### config.mk
export PLATFORM = sky130hd
export DESIGN_NAME = cgr_ctrl
export DESIGN_NICKNAME = d
export VERILOG_FILES = /design/src/design/cgr_pkg.sv /design/src/design/cgr_ctrl.sv
export SDC_FILE = /design/constraint.sdc
export NUM_CORES = 1
export LEC_CHECK = 0
export BUFFER_PORTS_ARGS = -buffer_cell sky130_fd_sc_hd__buf_2
export CELL_PAD_IN_SITES_DETAIL_PLACEMENT = 0
export CELL_PAD_IN_SITES_GLOBAL_PLACEMENT = 1
export CORE_AREA = 2 2 39 41
export DETAILED_ROUTE_END_ITERATION = 10
export DIE_AREA = 0 0 41 43
export GPL_ROUTABILITY_DRIVEN = 0
export GPL_TIMING_DRIVEN = 0
export PLACE_DENSITY_LB_ADDON = 0.08
export SLEW_MARGIN = 10
export SYNTH_ARGS = -nofsm -noshare
export SYNTH_HDL_FRONTEND = slang
export SYNTH_SLANG_ARGS = --single-unit
### constraint.sdc
create_clock -name clk -period 2.1 [get_ports clk]
set_clock_uncertainty 0.1 [all_clocks]
set_input_delay 0.105 -clock clk [delete_from_list [all_inputs] [get_ports clk]]
set_output_delay 0.105 -clock clk [all_outputs]
set_load 0.05 [all_outputs]
### src/design/cgr_pkg.sv
// ----------------------------------------------------------------------------
// cgr_pkg
// Shared types and constants of the text console glyph renderer.
// ----------------------------------------------------------------------------
`default_nettype none

package cgr_pkg;

	localparam int GLYPH_HEIGHT  = 16;
	localparam int GLYPH_WIDTH   = 8;
	localparam int PAIRS_PER_ROW = GLYPH_WIDTH / 2;
	localparam int GLYPH_ENTRIES = 256 * GLYPH_HEIGHT;
	localparam int GADDR_W       = $clog2(GLYPH_ENTRIES);
	localparam int ROW_W         = $clog2(GLYPH_HEIGHT);
	localparam int PAIR_W        = $clog2(PAIRS_PER_ROW);
	localparam int CELL_W        = 14;
	localparam int CFG_IDX_W     = 3;

	localparam logic [7:0]  NEWLINE_CODE = 8'h0A;
	localparam logic        OP_PUT       = 1'b0;
	localparam logic        OP_LOAD      = 1'b1;

	localparam logic [CFG_IDX_W-1:0] CFG_FRAME_BASE   = 3'd0;
	localparam logic [CFG_IDX_W-1:0] CFG_LINE_PITCH   = 3'd1;
	localparam logic [CFG_IDX_W-1:0] CFG_TEXT_COLUMNS = 3'd2;
	localparam logic [CFG_IDX_W-1:0] CFG_GLYPH_ROWS   = 3'd3;
	localparam logic [CFG_IDX_W-1:0] CFG_INK_COLOR    = 3'd4;
	localparam logic [CFG_IDX_W-1:0] CFG_PAPER_COLOR  = 3'd5;
	localparam logic [CFG_IDX_W-1:0] CFG_FONT_READY   = 3'd6;

	localparam logic [31:0] RST_FRAME_BASE   = 32'hE000_0000;
	localparam logic [15:0] RST_LINE_PITCH   = 16'd4096;
	localparam logic [10:0] RST_TEXT_COLUMNS = 11'd128;
	localparam logic [4:0]  RST_GLYPH_ROWS   = 5'd16;
	localparam logic [31:0] RST_INK_COLOR    = 32'h00FF_FF00;
	localparam logic [31:0] RST_PAPER_COLOR  = 32'h0000_2366;

	typedef struct packed {
		logic       op;
		logic [7:0] char_code;
		logic [3:0] glyph_line;
		logic [7:0] glyph_bits;
	} in_item_t;

	typedef struct packed {
		logic [31:0]       pixel_address;
		logic [31:0]       left_color;
		logic [31:0]       right_color;
		logic              cell_write;
		logic [CELL_W-1:0] cell_index;
		logic [7:0]        cell_char;
		logic              last;
	} out_item_t;

	typedef struct packed {
		logic load_glyph;
		logic newline;
		logic capture;
		logic mul;
		logic sum;
		logic emit;
	} cmd_t;

	typedef struct packed {
		logic op_load;
		logic is_newline;
		logic font_ready;
		logic out_free;
		logic pair_last;
		logic row_last;
	} sts_t;

endpackage

`default_nettype wire

### src/design/cgr_ctrl.sv
// ----------------------------------------------------------------------------
// cgr_ctrl
// Controller state machine: accepts items and sequences the draw of a glyph.
// ----------------------------------------------------------------------------
`default_nettype none

module cgr_ctrl
	import cgr_pkg::*;
(
	input  wire logic clk,
	input  wire logic arst_n,
	input  wire logic in_valid,
	output logic      in_stall,
	input  wire sts_t sts,
	output cmd_t      cmd
);

	localparam logic [1:0] S_IDLE = 2'd0;
	localparam logic [1:0] S_MUL  = 2'd1;
	localparam logic [1:0] S_SUM  = 2'd2;
	localparam logic [1:0] S_EMIT = 2'd3;

	logic [1:0] state_q;
	logic [1:0] state_d;
	logic       in_fire;

	assign in_stall = (state_q != S_IDLE);
	assign in_fire  = in_valid && (state_q == S_IDLE);

	always_comb begin
		state_d = state_q;
		cmd     = '0;
		unique case (state_q)
			S_IDLE: begin
				if (in_fire) begin
					if (sts.op_load) begin
						cmd.load_glyph = 1'b1;
					end else if (sts.font_ready) begin
						if (sts.is_newline) begin
							cmd.newline = 1'b1;
						end else begin
							cmd.capture = 1'b1;
							state_d     = S_MUL;
						end
					end
				end
			end
			S_MUL: begin
				cmd.mul = 1'b1;
				state_d = S_SUM;
			end
			S_SUM: begin
				cmd.sum = 1'b1;
				state_d = S_EMIT;
			end
			S_EMIT: begin
				if (sts.out_free) begin
					cmd.emit = 1'b1;
					if (sts.pair_last && sts.row_last) begin
						state_d = S_IDLE;
					end
				end
			end
			default: state_d = S_IDLE;
		endcase
	end

	always_ff @(posedge clk or negedge arst_n) begin
		if (!arst_n) begin
			state_q <= S_IDLE;
		end else begin
			state_q <= state_d;
		end
	end

endmodule

`default_nettype wire

==> impl_results.rst, run 1 <==
.. list-table::
   :header-rows: 1

   * - Metric
     - Value
   * - Switching share of power
     - ~54%
   * - Mux contribution to synthesized area
     - under 10%
   * - Largest register by flop count
     - state_q
   * - Simple-gate share of the synthesized area
     - between 20 and 30%
   * - Die span in y
     - between 40 and 50 um
   * - Placement-stage worst setup slack
     - ~0.38 ns
   * - IR drop worst, VDD
     - 440.8 uV
   * - Area growth from synthesis to final layout
     - 56.98%
   * - Worst R2R Setup Slack
     - around 0.41 ns
   * - Crit Reg-Reg Endpoint
     - state_q[1]$_DFFE_PN0P_
   * - Power share of the clock group
     - 15.8%
   * - Area share of the largest cell type after synthesis
     - between 20 and 30%
   * - Max reg flops
     - 2
   * - Final count of hold timing violations
     - 0
   * - Status
     - completed
   * - Initial DRT Pass Iterations
     - 1
   * - Via count of the first global-routing pass
     - ~250
   * - Remaining DRCs
     - 0
   * - Number of routed nets with antenna violations
     - 0
   * - Initial cell density of the core
     - between 10% and 20%
   * - Final TNS setup
     - 0 ns
   * - Number of DRC violations after detailed-routing iteration 0
     - 0
   * - Post-synth cell types
     - 14
   * - DR vias
     - around 240
   * - Avg Cell Area, Syn
     - approximately 9.3 um2
   * - Layout Cell Area excl Fill
     - between 300 and 400 um2
   * - Number of placement rows
     - 14
   * - Most common library cell in the layout ignoring fill and taps
     - sky130_fd_sc_hd__buf_2
   * - Worst-path clk slew
     - around 0.030 ns
   * - Setup ws final
     - between 0.4 and 0.5 ns
   * - R2R depth
     - 5
   * - Most frequent cells in the layout
     - sky130_fd_sc_hd__buf_2 (15), sky130_fd_sc_hd__ha_1 (5), sky130_fd_sc_hd__inv_1 (4)
   * - Final cell utilization of the core
     - between 20 and 30%
   * - Die X
     - roughly 41 um
   * - Clock buffer count from CTS
     - 3
   * - GR met1 Demand/Resource
     - slightly below 7%
   * - Lkg Pwr
     - roughly 0.20 nW
   * - N_diodes
     - 0
   * - Global routing usage on met2
     - 13.75%
   * - Syn Std Cell Area
     - 224.0 um2
   * - Crit Path Category
     - reg -> out
   * - Category of the worst setup path capture point
     - output port
   * - Part of the Yosys area used for sequential elements
     - around 22%
   * - GRT met3 Usage
     - 0%
   * - Number of primary I/O pins
     - 16
   * - Synth area leader
     - sky130_fd_sc_hd__ha_1
   * - Worst Path Arrival
     - between 1 and 1.5 ns
   * - Port-buffer cells
     - 15
   * - Slew at the pin with the worst max-slew slack
     - between 0.2 and 0.3 ns
   * - Final worst-path cycle share
     - 80.80%
   * - Max_cap viols
     - 0
   * - All-Layer GR Usage
     - 7.723%
   * - Kind of start point of the critical path
     - flop
   * - Max-slew violations
     - 0
   * - Power density normalized to cell area
     - around 1500 mW/mm2
   * - Buffer type at the clock tree root
     - sky130_fd_sc_hd__clkbuf_4
   * - Number of synthesis warnings
     - 0
   * - Layout net count
     - 59
   * - # H-tree levels
     - 1
   * - Post-synthesis net count
     - 38
   * - Core outline area
     - approximately 0.0014 mm2
   * - Grt peak-use layer
     - met2
   * - Combinational share of power
     - 69.1%
   * - Total internal power
     - between 0.0002 and 0.00025 W
   * - Part of the power in registers
     - 15.1%
   * - XOR/XNOR share of the synthesized area
     - 0%
   * - RR Startpoint
     - state_q[0]$_DFFE_PN0P_
   * - Final setup fails
     - 0
   * - Post-synthesis cell count
     - 24
   * - Share of layout cells above drive strength 1
     - between 40% and 50%
   * - Antenna violations before repair
     - 0
   * - Post-Place Cell Area
     - 319.1 um2
   * - Unrepaired setup endpoints after global routing
     - false
   * - Final worst path period need
     - around 1.7 ns
   * - Net switching component of the power
     - ~0.00028 W
   * - Worst min-delay path category
     - in -> async
   * - Wire length per cell after detailed routing
     - roughly 9 um
   * - Synth area leaders
     - sky130_fd_sc_hd__ha_1 (28%), sky130_fd_sc_hd__dfrtp_1 (22%), sky130_fd_sc_hd__a221oi_2 (6.7%)
   * - Critical path data required time
     - ~1.9 ns
   * - Per-cell via count in the routed design
     - 4.136
   * - Worst slew margin
     - 80.50%
   * - Remaining Overflow, GRT
     - 0
   * - Dominant combinational cell family by area after synthesis
     - adder cells
   * - Post-synthesis sequential element count
     - 2
   * - Wire length of the first global-routing pass
     - 910 um
   * - TritonCTS clock tree
     - built
   * - Worst-path maximum fanout
     - 4
   * - Registers with the most flip-flops
     - state_q x2
   * - Share of the synthesized area in compound gates (AO/OA/AOI/OAI)
     - 6.704%
   * - WL final
     - approximately 540 um
   * - Sink Count
     - 2
   * - Worst hold margin
     - roughly 0.10 ns
   * - Maximum number of pins on one net before global-route repair
     - 5
   * - Adder-Cell Fraction of Synth Area
     - 27.93%
   * - Die Footprint
     - 0.001763 mm2
   * - Clock tree buffer depth
     - 2
   * - Maximum clock rate
     - just under 600 MHz
   * - Clock latency reported for the late side of the worst-skew pair
     - about 0.22 ns
-- timing repair --
action	4_1_cts	5_1_grt
endpoints found under the hold margin	2	0
hold buffers	1	0
gates resized for setup	0	0
buffers inserted	0	0
setup endpoints to repair	0	0
-- cells by family (layout without fill, tap and decap cells) --
kind of cell / after synthesis / after routing
buffers and inverters: 4 / 23
DFF: 2 / 2
adders and majority gates: 5 / 5
muxes: 2 / 2
AOI/OAI and AO/OA: 1 / 1
and+or+nand+nor: 10 / 10
-- cells in the mapped netlist --
master	instances
sky130_fd_sc_hd__a221oi_2	1
sky130_fd_sc_hd__inv_1	4
sky130_fd_sc_hd__dfrtp_1	2
sky130_fd_sc_hd__and2_1	1
sky130_fd_sc_hd__nor2_1	3
sky130_fd_sc_hd__ha_1	5
sky130_fd_sc_hd__nor2b_1	1
sky130_fd_sc_hd__and4_1	1
sky130_fd_sc_hd__mux2_1	1
sky130_fd_sc_hd__nand4_1	1
sky130_fd_sc_hd__nand3_1	1
sky130_fd_sc_hd__and2b_1	1
sky130_fd_sc_hd__mux2i_1	1
sky130_fd_sc_hd__or3b_1	1
-- power by group through the flow --
| stage | registers (W) | logic [W] | clock network, W |
|---|---|---|---|
| final | 0.0000792 | 0.000363 | 0.0000830 |
| after global routing | 0.0000834 | 0.000411 | 0.0000895 |
| after CTS | 0.0000797 | 0.000373 | 0.0000902 |
| after detailed placement | 0.0000802 | 0.000371 | 0 |
| after global placement | 0.0000812 | 0.000364 | 0 |
| after floorplan | 0.0000760 | 0.000300 | 0 |
-- critical path, stage by stage, from the launching register on --
cell and delay [ns]:
sky130_fd_sc_hd__dfrtp_1 0.38, sky130_fd_sc_hd__inv_1 0.13, sky130_fd_sc_hd__ha_1 0.25, sky130_fd_sc_hd__nand4_1 0.14, sky130_fd_sc_hd__nor2_1 0.10, sky130_fd_sc_hd__buf_2 0.26
-- per-layer routing --
metal	part of all wire [%]	wire, um
met2	55	293
met3	8.6	46
met1	37	197
met4	0	0
met5	0	0
-- worst max-delay path by stage --
stage                                       from                      to  slack (ns)
after floorplan           state_q[0]$_DFFE_PN0P_                  cmd[3]        0.42
after global placement    state_q[0]$_DFFE_PN0P_  state_q[1]$_DFFE_PN0P_        0.37
after detailed placement  state_q[0]$_DFFE_PN0P_  state_q[1]$_DFFE_PN0P_        0.38
after CTS                 state_q[0]$_DFFE_PN0P_  state_q[1]$_DFFE_PN0P_        0.38
after global routing      state_q[0]$_DFFE_PN0P_                  cmd[3]        0.25
final                     state_q[0]$_DFFE_PN0P_                  cmd[3]        0.40
-- through the flow --
step | instances | power [W]
floorplan | 24 | 0.0003757
global placement | 55 | 0.0004448
detailed placement | 55 | 0.0004514
CTS | 59 | 0.0005431
global route | 59 | 0.0005841
finish | 59 | 0.0005251
-- cell type report --
class,instances,area [um2]
fill,166,1032
multi-input combinational,18,158.9
timing repair buffer,16,85.08
sequential,2,50.05
clock buffer,3,22.52
tap,16,20.02
inverter,4,15.01
(Power assumes the default switching activity.)
==> run 2, diff against run 1 <==
==> constraint.sdc (replaced) <==
create_clock -name clk -period 1.65 [get_ports clk]
set_clock_uncertainty 0.1 [all_clocks]
set_input_delay 0.0825 -clock clk [delete_from_list [all_inputs] [get_ports clk]]
set_output_delay 0.0825 -clock clk [all_outputs]
set_load 0.05 [all_outputs]
==> impl_results.rst, run 2 (same netlist as run 1, synthesis figures left out) <==
.. list-table::
   :header-rows: 1

   * - Metric
     - Value
   * - Status
     - completed
   * - TritonCTS clock tree
     - built
   * - Maximum number of pins on one net before global-route repair
     - 5
   * - Worst Path Arrival
     - about 1.6 ns
   * - Buffer type at the clock tree root
     - sky130_fd_sc_hd__clkbuf_4
   * - Critical path data required time
     - ~1.7 ns
   * - Most frequent cells in the layout
     - sky130_fd_sc_hd__buf_2 (13), sky130_fd_sc_hd__ha_1 (3), sky130_fd_sc_hd__clkbuf_4 (3), sky130_fd_sc_hd__buf_4 (3)
   * - Clock buffer count from CTS
     - 3
   * - Final worst-path cycle share
     - 94.80%
   * - Max_cap viols
     - 0
   * - Most common library cell in the layout ignoring fill and taps
     - sky130_fd_sc_hd__buf_2
   * - Number of routed nets with antenna violations
     - 0
   * - Wire length per cell after detailed routing
     - between 9 and 10 um
   * - Final count of hold timing violations
     - 0
   * - DR vias
     - approximately 260
   * - Final setup fails
     - 0
   * - Number of placement rows
     - 14
   * - Unrepaired setup endpoints after global routing
     - true
   * - Worst-path clk slew
     - 0.03 ns
   * - Slew at the pin with the worst max-slew slack
     - around 0.26 ns
   * - Power density normalized to cell area
     - 2006 mW/mm2
   * - Die X
     - slightly above 40 um
   * - Layout net count
     - 62
   * - Number of DRC violations after detailed-routing iteration 0
     - 0
   * - Worst-path maximum fanout
     - 4
   * - Final worst path period need
     - 1.564 ns
   * - Worst min-delay path category
     - in -> async
   * - Max reg flops
     - 2
   * - Remaining Overflow, GRT
     - 0
   * - Max incr delay on CP
     - 0.39 ns
   * - Post-Place Cell Area
     - 319.1 um2
   * - Initial cell density of the core
     - 16.18%
   * - Initial DRT Pass Iterations
     - 1
   * - Port-buffer cells
     - 15
   * - Via count of the first global-routing pass
     - 253
   * - All-Layer GR Usage
     - approximately 8%
   * - Crit Path Category
     - reg -> reg
   * - Kind of start point of the critical path
     - flop
   * - N_diodes
     - 0
   * - Layout Cell Area excl Fill
     - ~440 um2
   * - Clock latency reported for the late side of the worst-skew pair
     - between 0.2 and 0.25 ns
   * - Category of the worst setup path capture point
     - flop
   * - Core outline area
     - roughly 0.0014 mm2
   * - # H-tree levels
     - 1
   * - Largest register by flop count
     - state_q
   * - Final cell utilization of the core
     - 31.56%
   * - Registers with the most flip-flops
     - state_q x2
   * - Worst slew margin
     - between 80% and 90%
   * - Clock tree buffer depth
     - 2
   * - Die Footprint
     - 0.001763 mm2
   * - Number of primary I/O pins
     - 16
   * - Share of layout cells above drive strength 1
     - between 60% and 70%
   * - Area growth from synthesis to final layout
     - 94.97%
   * - Cell breakdown of the critical path
     - inv_2 > ha_4 > nor2b_4 > a221oi_4 > mux2_4
   * - Remaining DRCs
     - 0
   * - Slowest library cell on the worst path
     - sky130_fd_sc_hd__dfrtp_1
   * - Lkg Pwr
     - 0.2251 nW
   * - Die span in y
     - around 43 um
   * - Sink Count
     - 2
   * - WL final
     - roughly 620 um
   * - Antenna violations before repair
     - 0
   * - Wire length of the first global-routing pass
     - around 930 um
   * - IR drop worst, VDD
     - around 700 uV
   * - Maximum clock rate
     - about 640 MHz
   * - Per-cell via count in the routed design
     - ~4.1
   * - Max-slew violations
     - 0
run 2: changes by cell type in the layout (fill, tap and decap cells not counted), sizes merged:
cell | before | now
buf | 15 | 18
run 2: per-layer routing:
layer | wire length, um | track usage, %
met2 | 332 | 14.37
met1 | 236 | 6.731
met3 | 46 | 0
met5 | 0 | 0
met4 | 0 | 8.000
run 2: final timing paths:
kind / cells past startpoint / slack, ns / startpoint / endpoint
worst min-delay path: 2 / 0.08 / arst_n / state_q[1]$_DFFE_PN0P_
worst max register to register: 5 / 0.09 / state_q[1]$_DFFE_PN0P_ / state_q[1]$_DFFE_PN0P_
worst max-delay path: 5 / 0.09 / state_q[1]$_DFFE_PN0P_ / state_q[1]$_DFFE_PN0P_
worst min register to register: 1 / 0.49 / state_q[1]$_DFFE_PN0P_ / state_q[1]$_DFFE_PN0P_
max in group asynchronous: 2 / 1.27 / arst_n / state_q[0]$_DFFE_PN0P_
min in group clk: 4 / 0.28 / sts[3] / state_q[1]$_DFFE_PN0P_
run 2: critical path, delay by kind of cell (launching register included):
family	cells	cell delay [ns]
flops	1	0.39
mux	1	0.33
compound gates	1	0.23
fa+ha+maj	1	0.18
simple gates	1	0.13
buf+inv	1	0.09
run 2: repair_timing:
action,4_1_cts,5_1_grt
hold buffers,1,0
buffers inserted,1,2
hold endpoints to repair,2,0
endpoints found under the setup margin,3,5
gates resized for setup,3,12
pin swaps,0,4
run 2: power breakdown:
| group | switching, W | total, W | internal [W] | leakage [nW] |
|---|---|---|---|---|
| Clock | 0.0000257 | 0.000106 | 0.0000800 | 0.0138 |
| Combinational | 0.000376 | 0.000665 | 0.000289 | 0.188 |
| Sequential | 0.0000268 | 0.000105 | 0.0000782 | 0.0235 |
run 2: layout make-up:
class,count,area [um2]
timing repair buffer,19,120.1
tap,16,20.02
multi-input combinational,18,209.0
sequential,2,50.05
inverter,4,15.01
fill,160,947.2
clock buffer,3,22.52
run 2: metrics by stage:
step	hold WS [ns]	setup TNS (ns)	setup slack (ns)	power [W]	std cells
floorplan	-0.3131	-0.02086	-0.01043	0.0004782	24
global placement	-0.2333	-0.07549	-0.07549	0.0005661	55
detailed placement	-0.2275	-0.06821	-0.06821	0.0005745	55
CTS	0.06638	-0.0007878	-0.0007878	0.0007219	60
global route	0.09004	-0.01233	-0.009389	0.0009579	62
finish	0.07957	0	0.08574	0.0008758	62
==> run 3, diff against run 2 <==
==> constraint.sdc (replaced) <==
create_clock -name clk -period 1.65 [get_ports clk]
set_clock_uncertainty 0.1 [all_clocks]
set_input_delay 0.0825 -clock clk [delete_from_list [all_inputs] [get_ports clk]]
set_output_delay 0.0825 -clock clk [all_outputs]
set_load 0.01 [all_outputs]
==> impl_results.rst, run 3 (same netlist as run 1, synthesis figures left out) <==
.. list-table::
   :header-rows: 1

   * - Metric
     - Value
   * - Status
     - completed
   * - Power density normalized to cell area
     - approximately 1700 mW/mm2
   * - Worst-path clk slew
     - 0.03 ns
   * - WL final
     - 584 um
   * - Most common library cell in the layout ignoring fill and taps
     - sky130_fd_sc_hd__buf_2
   * - # H-tree levels
     - 1
   * - Worst min-delay path category
     - in -> async
   * - Number of DRC violations after detailed-routing iteration 0
     - 0
   * - Die span in y
     - ~43 um
   * - Per-cell via count in the routed design
     - around 4
   * - Largest register by flop count
     - state_q
   * - Max_cap viols
     - 0
   * - Via count of the first global-routing pass
     - ~250
   * - Maximum number of pins on one net before global-route repair
     - 5
   * - GRT met3 Usage
     - 0%
   * - Antenna violations before repair
     - 0
   * - Max reg flops
     - 2
   * - Initial cell density of the core
     - 16.18%
   * - Clock buffer count from CTS
     - 3
   * - Most frequent cells in the layout
     - sky130_fd_sc_hd__buf_2 (15), sky130_fd_sc_hd__nor2_1 (3), sky130_fd_sc_hd__ha_1 (3), sky130_fd_sc_hd__clkbuf_4 (3)
   * - Initial DRT Pass Iterations
     - 1
   * - Setup ws final
     - between 0.07 and 0.08 ns
   * - Maximum clock rate
     - around 640 MHz
   * - Number of routed nets with antenna violations
     - 0
   * - Overall power
     - roughly 0.00067 W
   * - Max incr delay on CP
     - a little under 0.4 ns
   * - Final worst-path cycle share
     - 95.35%
   * - Remaining DRCs
     - 0
   * - Crit Path Category
     - reg -> reg
   * - Worst-path maximum fanout
     - 4
   * - Category of the worst setup path capture point
     - flop
   * - Clock tree buffer depth
     - 2
   * - Grt peak-use layer
     - met2
   * - Final count of hold timing violations
     - 0
   * - Final setup fails
     - 0
   * - Count of non-filler cells in the finished layout
     - just over 60
   * - Flip-flop and latch area
     - around 50 um2
   * - Slowest library cell on the worst path
     - sky130_fd_sc_hd__dfrtp_1
   * - Port-buffer cells
     - 15
   * - Layout net count
     - 61
   * - Sink Count
     - 2
   * - Kind of start point of the critical path
     - flop
   * - Critical path data required time
     - around 1.7 ns
   * - TritonCTS clock tree
     - built
   * - Placement-stage worst setup slack
     - -0.06821 ns
   * - N_diodes
     - 0
   * - Worst hold margin
     - ~0.080 ns
   * - Cell breakdown of the critical path
     - inv_2 > ha_4 > nor2b_1 > a221oi_4 > mux2_4
   * - Die Footprint
     - 0.001763 mm2
   * - Worst Path Arrival
     - 1.57 ns
   * - Max-slew violations
     - 0
   * - Number of primary I/O pins
     - 16
   * - Final TNS setup
     - 0 ns
   * - Clock latency reported for the late side of the worst-skew pair
     - approximately 0.22 ns
   * - Worst slew margin
     - between 80% and 90%
   * - Remaining Overflow, GRT
     - 0
   * - Registers with the most flip-flops
     - state_q x2
   * - Final worst path period need
     - roughly 1.6 ns
   * - Number of placement rows
     - 14
   * - DR vias
     - 248
   * - Core outline area
     - 0.001384 mm2
   * - GR met1 Demand/Resource
     - about 6.7%
   * - Global routing usage on met2
     - between 10 and 15%
   * - Area occupied by multi-input gates
     - ~190 um2
   * - IR drop worst, VDD
     - just over 600 uV
   * - Die X
     - 41 um
   * - Wire length per cell after detailed routing
     - between 9 and 10 um
   * - All-Layer GR Usage
     - 7.924%
   * - Wire length of the first global-routing pass
     - around 930 um
   * - Lkg Pwr
     - roughly 0.22 nW
   * - Area growth from synthesis to final layout
     - 77.09%
   * - Number of placed cells counting well taps
     - 55
   * - Slew at the pin with the worst max-slew slack
     - 0.2563 ns
   * - Share of layout cells above drive strength 1
     - 57.78%
   * - Fill cell total of the finished layout
     - 164
   * - Buffer type at the clock tree root
     - sky130_fd_sc_hd__clkbuf_4
## run 3: cell count changes in the layout (fill, tap and decap cells not counted)
cell                      change
sky130_fd_sc_hd__buf_2        +2
sky130_fd_sc_hd__buf_6        -2
sky130_fd_sc_hd__buf_4        -1
sky130_fd_sc_hd__ha_2         +1
sky130_fd_sc_hd__ha_4         -1
sky130_fd_sc_hd__nor2_1       +1
sky130_fd_sc_hd__nor2_2       -1
sky130_fd_sc_hd__nor2b_1      +1
sky130_fd_sc_hd__nor2b_4      -1
## run 3: area by class of cell
type / count / area share, %
Clock buffer: 3 / 5.678
Sequential cell: 2 / 12.62
Multi-Input combinational cell: 18 / 47.63
Timing Repair Buffer: 18 / 25.24
Tap cell: 16 / 5.047
Inverter: 4 / 3.785
## run 3: final timing paths
| path | slack [ns] | from | depth (start not counted) | end |
|---|---|---|---|---|
| min in group clk | 0.29 | sts[2] | 4 | state_q[1]$_DFFE_PN0P_ |
| max in group asynchronous | 1.27 | arst_n | 2 | state_q[0]$_DFFE_PN0P_ |
| setup reg to reg | 0.08 | state_q[1]$_DFFE_PN0P_ | 5 | state_q[1]$_DFFE_PN0P_ |
| hold reg to reg | 0.49 | state_q[1]$_DFFE_PN0P_ | 1 | state_q[1]$_DFFE_PN0P_ |
| setup / recovery | 0.08 | state_q[1]$_DFFE_PN0P_ | 5 | state_q[1]$_DFFE_PN0P_ |
| hold / removal | 0.08 | arst_n | 2 | state_q[1]$_DFFE_PN0P_ |
## run 3: layer usage
| metal | routed length (um) | up-vias |
|---|---|---|
| li1 | - | 124 |
| met1 | 224 | 114 |
| met2 | 313 | 10 |
| met3 | 46 | 0 |
| met4 | 0 | 0 |
| met5 | 0 | - |
## run 3: critical path, delay by kind of cell, from the launching register on
kind / cells / cell delay [ns]
flops: 1 / 0.39
mux: 1 / 0.33
compound gates: 1 / 0.23
fa+ha+maj: 1 / 0.17
simple gates: 1 / 0.15
buf+inv: 1 / 0.08
## run 3: power breakdown
group / total (W) / switching [W] / internal (W)
Combinational: 0.000458 / 0.000211 / 0.000247
Clock: 0.000106 / 0.0000257 / 0.0000800
Sequential: 0.000105 / 0.0000269 / 0.0000782
Total: 0.000668 / 0.000263 / 0.000405
## run 3: per-stage QoR
step	instance area [um2]	util (%)
6_report	396.6	28.66
3_5_place_dp	319.1	23.06
5_1_grt	396.6	28.66
3_3_place_gp	319.1	23.06
2_1_floorplan	224.0	-
4_1_cts	361.6	26.13
## run 3: repair_timing
item	4_1_cts	5_1_grt
pin swaps	0	0
hold buffers	1	0
endpoints found under the setup margin	1	4
resized for setup	1	6
endpoints found under the hold margin	2	0
setup buffers	1	1
